===== src/rtl/hgp_div.sv =====
module hgp_div #(
  parameter int NW = 12,
  parameter int NQ = 12,
  parameter int DW = 12,
  parameter int SW = 1
) (
  input  logic          clk,
  input  logic          rst,
  input  logic          in_valid,
  input  logic [NW-1:0] dividend,
  input  logic [DW-1:0] divisor,
  input  logic [SW-1:0] side_in,
  output logic          out_valid,
  output logic [NQ-1:0] quot,
  output logic [DW-1:0] rem,
  output logic [SW-1:0] side_out
);

  // Restoring division, one quotient bit per stage. Dividend bits above NQ
  // must already be below the divisor.
  logic          v  [NQ+1];
  logic [DW-1:0] r  [NQ+1];
  logic [NQ-1:0] q  [NQ+1];
  logic [NQ-1:0] lo [NQ+1];
  logic [SW-1:0] s  [NQ+1];
  logic [NW+DW-1:0] ext;

  assign ext = {{DW{1'b0}}, dividend};

  always_ff @(posedge clk) begin
    if (rst) begin
      v[0] <= 1'b0;
    end else begin
      v[0] <= in_valid;
    end
    r[0]  <= DW'(ext >> NQ);
    lo[0] <= dividend[NQ-1:0];
    q[0]  <= '0;
    s[0]  <= side_in;
  end

  for (genvar k = 1; k <= NQ; k++) begin : g_step
    logic [DW:0] t;
    logic        ge;
    assign t  = {r[k-1], lo[k-1][NQ-1]};
    assign ge = (t >= {1'b0, divisor});
    always_ff @(posedge clk) begin
      if (rst) begin
        v[k] <= 1'b0;
      end else begin
        v[k] <= v[k-1];
      end
      r[k]  <= ge ? DW'(t - {1'b0, divisor}) : t[DW-1:0];
      q[k]  <= NQ'({q[k-1], ge});
      lo[k] <= NQ'({lo[k-1], 1'b0});
      s[k]  <= s[k-1];
    end
  end

  assign out_valid = v[NQ];
  assign quot      = q[NQ];
  assign rem       = r[NQ];
  assign side_out  = s[NQ];

endmodule


===== config.mk =====
export PLATFORM = sky130hd
export DESIGN_NAME = hgp_div
export DESIGN_NICKNAME = d
export VERILOG_FILES = /design/src/rtl/hgp_div.sv
export SDC_FILE = /design/constraint.sdc
export NUM_CORES = 1
export LEC_CHECK = 0
export BUFFER_PORTS_ARGS = -buffer_cell sky130_fd_sc_hd__buf_4
export CAP_MARGIN = 25
export CORE_ASPECT_RATIO = 0.75
export CORE_MARGIN = 3
export CORE_UTILIZATION = 65
export DETAILED_ROUTE_END_ITERATION = 7
export PLACE_DENSITY = 0.94
export REMOVE_ABC_BUFFERS = 1
export SLEW_MARGIN = 5
export SYNTH_ARGS = -nofsm -noshare
export SYNTH_HDL_FRONTEND = slang
export SYNTH_SLANG_ARGS = --single-unit

===== constraint.sdc =====
create_clock -name clk -period 5.9 [get_ports clk]
set_input_delay 1.18 -clock clk [delete_from_list [all_inputs] [get_ports clk]]
set_output_delay 1.18 -clock clk [all_outputs]
set_load 0.005 [all_outputs]

==> metrics.txt <==
pwr dens=461 nW/um2; largest net degree at the start of global routing=16; layout cell share with drive strength beyond 1=between 10% and 20%; Hold Violations, Final=0; end of the worst hold path=q[2][15]$_DFF_P_; drt drc=0; hold path cells=0; Vias/cell=6.24; Primary FF master, synth=dfxtp_1; Async S/R FF share, synth=0%; Synth cell types=62; I/O Buffers=53; worst-path fanout max=13; DR WL/cell=just over 20 um; final net count=1654; worst r2r path cells=7; crit path launch type=input port; Hold Crit Start=q[2][2]$_DFF_P_; Final min period=3.82 ns; critical path class=in2reg; Synth Instances=1411; die width=approximately 180 um; CTS tree=built; TritonCTS Buffers=30; post-synthesis mux area share=10.2%; row count=47; slew margin rel.=34.5%; sequential share of the synthesized area=43.9%; core area=22300 um2; first-pass GRT wire length=57.5 mm; number of synthesized flops with an enable pin=0; post-synthesis adder-cell area fraction=12.8%; Clk pwr share=27.0%; GP Congestion=0.941; io pins=54; gr ovfl total=0; Inst Count DP=1743; PnR worst setup slack=2.08 ns; maxcap violations=0; skew final=around 0.015 ns; routed wire length=around 36 mm; DRT iter0 DRCs=980; R2R Path End=r[0][81]$_DFF_P_; R2R Path Start=r[0][63]$_DFF_P_; Detailed Place HPWL=23.5 mm; final period utilization=64.7%; Setup TNS=0 ns; hold slack final=between 0.3 and 0.4 ns; post-cts resize count=0; P_sw=2.51 mW; status=completed; number of global-route vias before repair=11300; all-layer global routing usage=28.6%; flop2flop setup slack=3.06 ns; Non-Filler Instances=1798; Seq pwr share=between 30% and 40%; RSZ-0062 raised after global routing=false; leakage power=~7.4 nW; Sw Ratio=32.8%; Clock Tree Buf Depth=3; ANT cells=0; antenna viol nets, final=0; DIE AREA=24700 um2; Final setup viols=0; syn_area_per_cell=10.5 um2; Hold Path Class=reg2reg; CTS Sinks=326; initial antenna violation count=0; Synth Area in Compound Gates=12.6%; Design Area, Final=16600 um2; Int Pwr=5.14 mW; post-synthesis xor/xnor area fraction=5.83%; Clock Latency Late Sink=0.56 ns; synth warn=0; first drt pass iteration count=7; simple-gate share of the synthesized area=12.1%; CTS H-Tree Depth=1; synth-to-layout area growth=11.5%; combinational family with the most area after synthesis=adder cells; Die Y=~140 um; combinational power share=approximately 37%; Seq cells post-synth=326; Slew Viols, Final=0; Post-CTS Hold Buffers=0; placed cell area=15500 um2; pre-CTS WS=1.61 ns; Worst Path Arrival=4.26 ns; clock root buffer=clkbuf_16; clk slew on worst S/H paths=0.07 ns; Setup crit end kind=flip-flop; VDD IR-drop max=218 uV; Worst Max-Slew Pin Slew=approximately 0.98 ns; Post-CTS Setup Inserts=0; Post-Syn Area=14900 um2; fmax=around 260 MHz; Crit path required time=6.34 ns; Initial Util=66.7%; Vias=11200
## cells by family after synthesis
family | Yosys count
compound gates | 267
fa+ha+maj | 145
simple gates | 356
xor+xnor | 99
mux | 133
buf+inv | 85
flops | 326
## how the worst max path moves through the flow
| stage | end | start | slack (ns) | depth (start not counted) |
|---|---|---|---|---|
| final | r[0][95]$_DFF_P_ | divisor[8] | 2.08 | 9 |
| after global routing | r[0][82]$_DFF_P_ | divisor[1] | 2.00 | 8 |
| after CTS | r[0][82]$_DFF_P_ | divisor[1] | 2.13 | 8 |
| after detailed placement | r[0][68]$_DFF_P_ | divisor[1] | 1.61 | 8 |
| after global placement | r[0][65]$_DFF_P_ | divisor[1] | 1.75 | 8 |
| after floorplan | r[0][86]$_DFF_P_ | divisor[7] | 2.44 | 8 |
## Yosys cell counts, drive strengths merged (11+ instances only)
cell | count | area (um2)
dfxtp | 326 | 6530
ha | 134 | 1680
mux2 | 110 | 1290
a21oi | 95 | 483
nand2 | 88 | 333
xnor2 | 80 | 701
nor2 | 71 | 267
inv | 70 | 263
nor2b | 44 | 275
nor3 | 38 | 190
o21ai | 36 | 180
nand3 | 32 | 160
mux2i | 23 | 230
o21a | 19 | 144
xor2 | 19 | 166
and2 | 17 | 111
and3 | 15 | 104
nand2b | 13 | 81.3
a311oi | 12 | 105
buf | 12 | 104
a21o | 11 | 82.6
a221o | 11 | 110
fa | 11 | 220
o2111ai | 11 | 96.3
## per-layer routing
metal	routed length, um	vias up	global-route usage, %	share of wire (%)
met1	14800	5258	35.2	41
met3	2930	169	5.63	8.1
met5	0	-	0	0
met4	1950	0	15.0	5.4
met2	16700	594	48.0	46
li1	-	5205	-	-
## critical path: stages
cell and delay [ns]:
buf_4 0.12, inv_1 0.68, ha_1 0.43, and3_4 0.22, and2_4 0.17, a41oi_2 0.16
a21bo_2 0.26, a41oi_4 0.61, mux2_2 0.42
## metrics by stage
| stage | utilization (%) | total power, mW |
|---|---|---|
| 2_1_floorplan | - | 4.84 |
| 3_3_place_gp | 69.6 | 5.34 |
| 3_5_place_dp | 69.6 | 5.49 |
| 4_1_cts | 74.4 | 7.60 |
| 5_1_grt | 74.4 | 8.02 |
| 6_report | 74.4 | 7.65 |
## layout by cell type, fill, tap and decap left out, types with 12 or more instances in the layout
master	Yosys	final
dfxtp_1	326	326
ha_1	134	134
mux2_2	95	95
a21oi_1	93	93
nand2_1	87	87
xnor2_1	80	80
nor2_1	71	71
inv_1	70	70
buf_4	3	53
nor2b_1	44	44
nor3_1	38	38
o21ai_0	36	36
nand3_1	32	32
clkbuf_16	0	31
mux2i_1	23	23
xor2_1	19	19
o21a_1	18	18
and2_1	15	15
mux2_4	14	14
nand2b_1	13	13
and3_1	13	13
a311oi_1	12	12
## power groups by stage
stage | clock network [mW] | registers, mW | logic [mW]
after detailed placement | 0 | 2.81 | 2.67
after floorplan | 0 | 2.73 | 2.12
after CTS | 2.08 | 2.77 | 2.76
final | 2.06 | 2.78 | 2.81
after global placement | 0 | 2.80 | 2.54
after global routing | 2.16 | 2.80 | 3.06
## registers in the layout, summed over array words and instances, names as in the netlist
| name | count |
|---|---|
| r | 144 |
| s | 13 |
| v | 13 |
| lo | 78 |
| q | 78 |
## final cells by class
class,instances,area (um2)
fill,1355,5700
timing repair buffer,53,398
clock inverter,16,196
inverter,70,263
clock buffer,39,866
multi-input combinational,1000,7970
sequential,326,6530
tap,294,368
(Power assumes the default switching activity.)
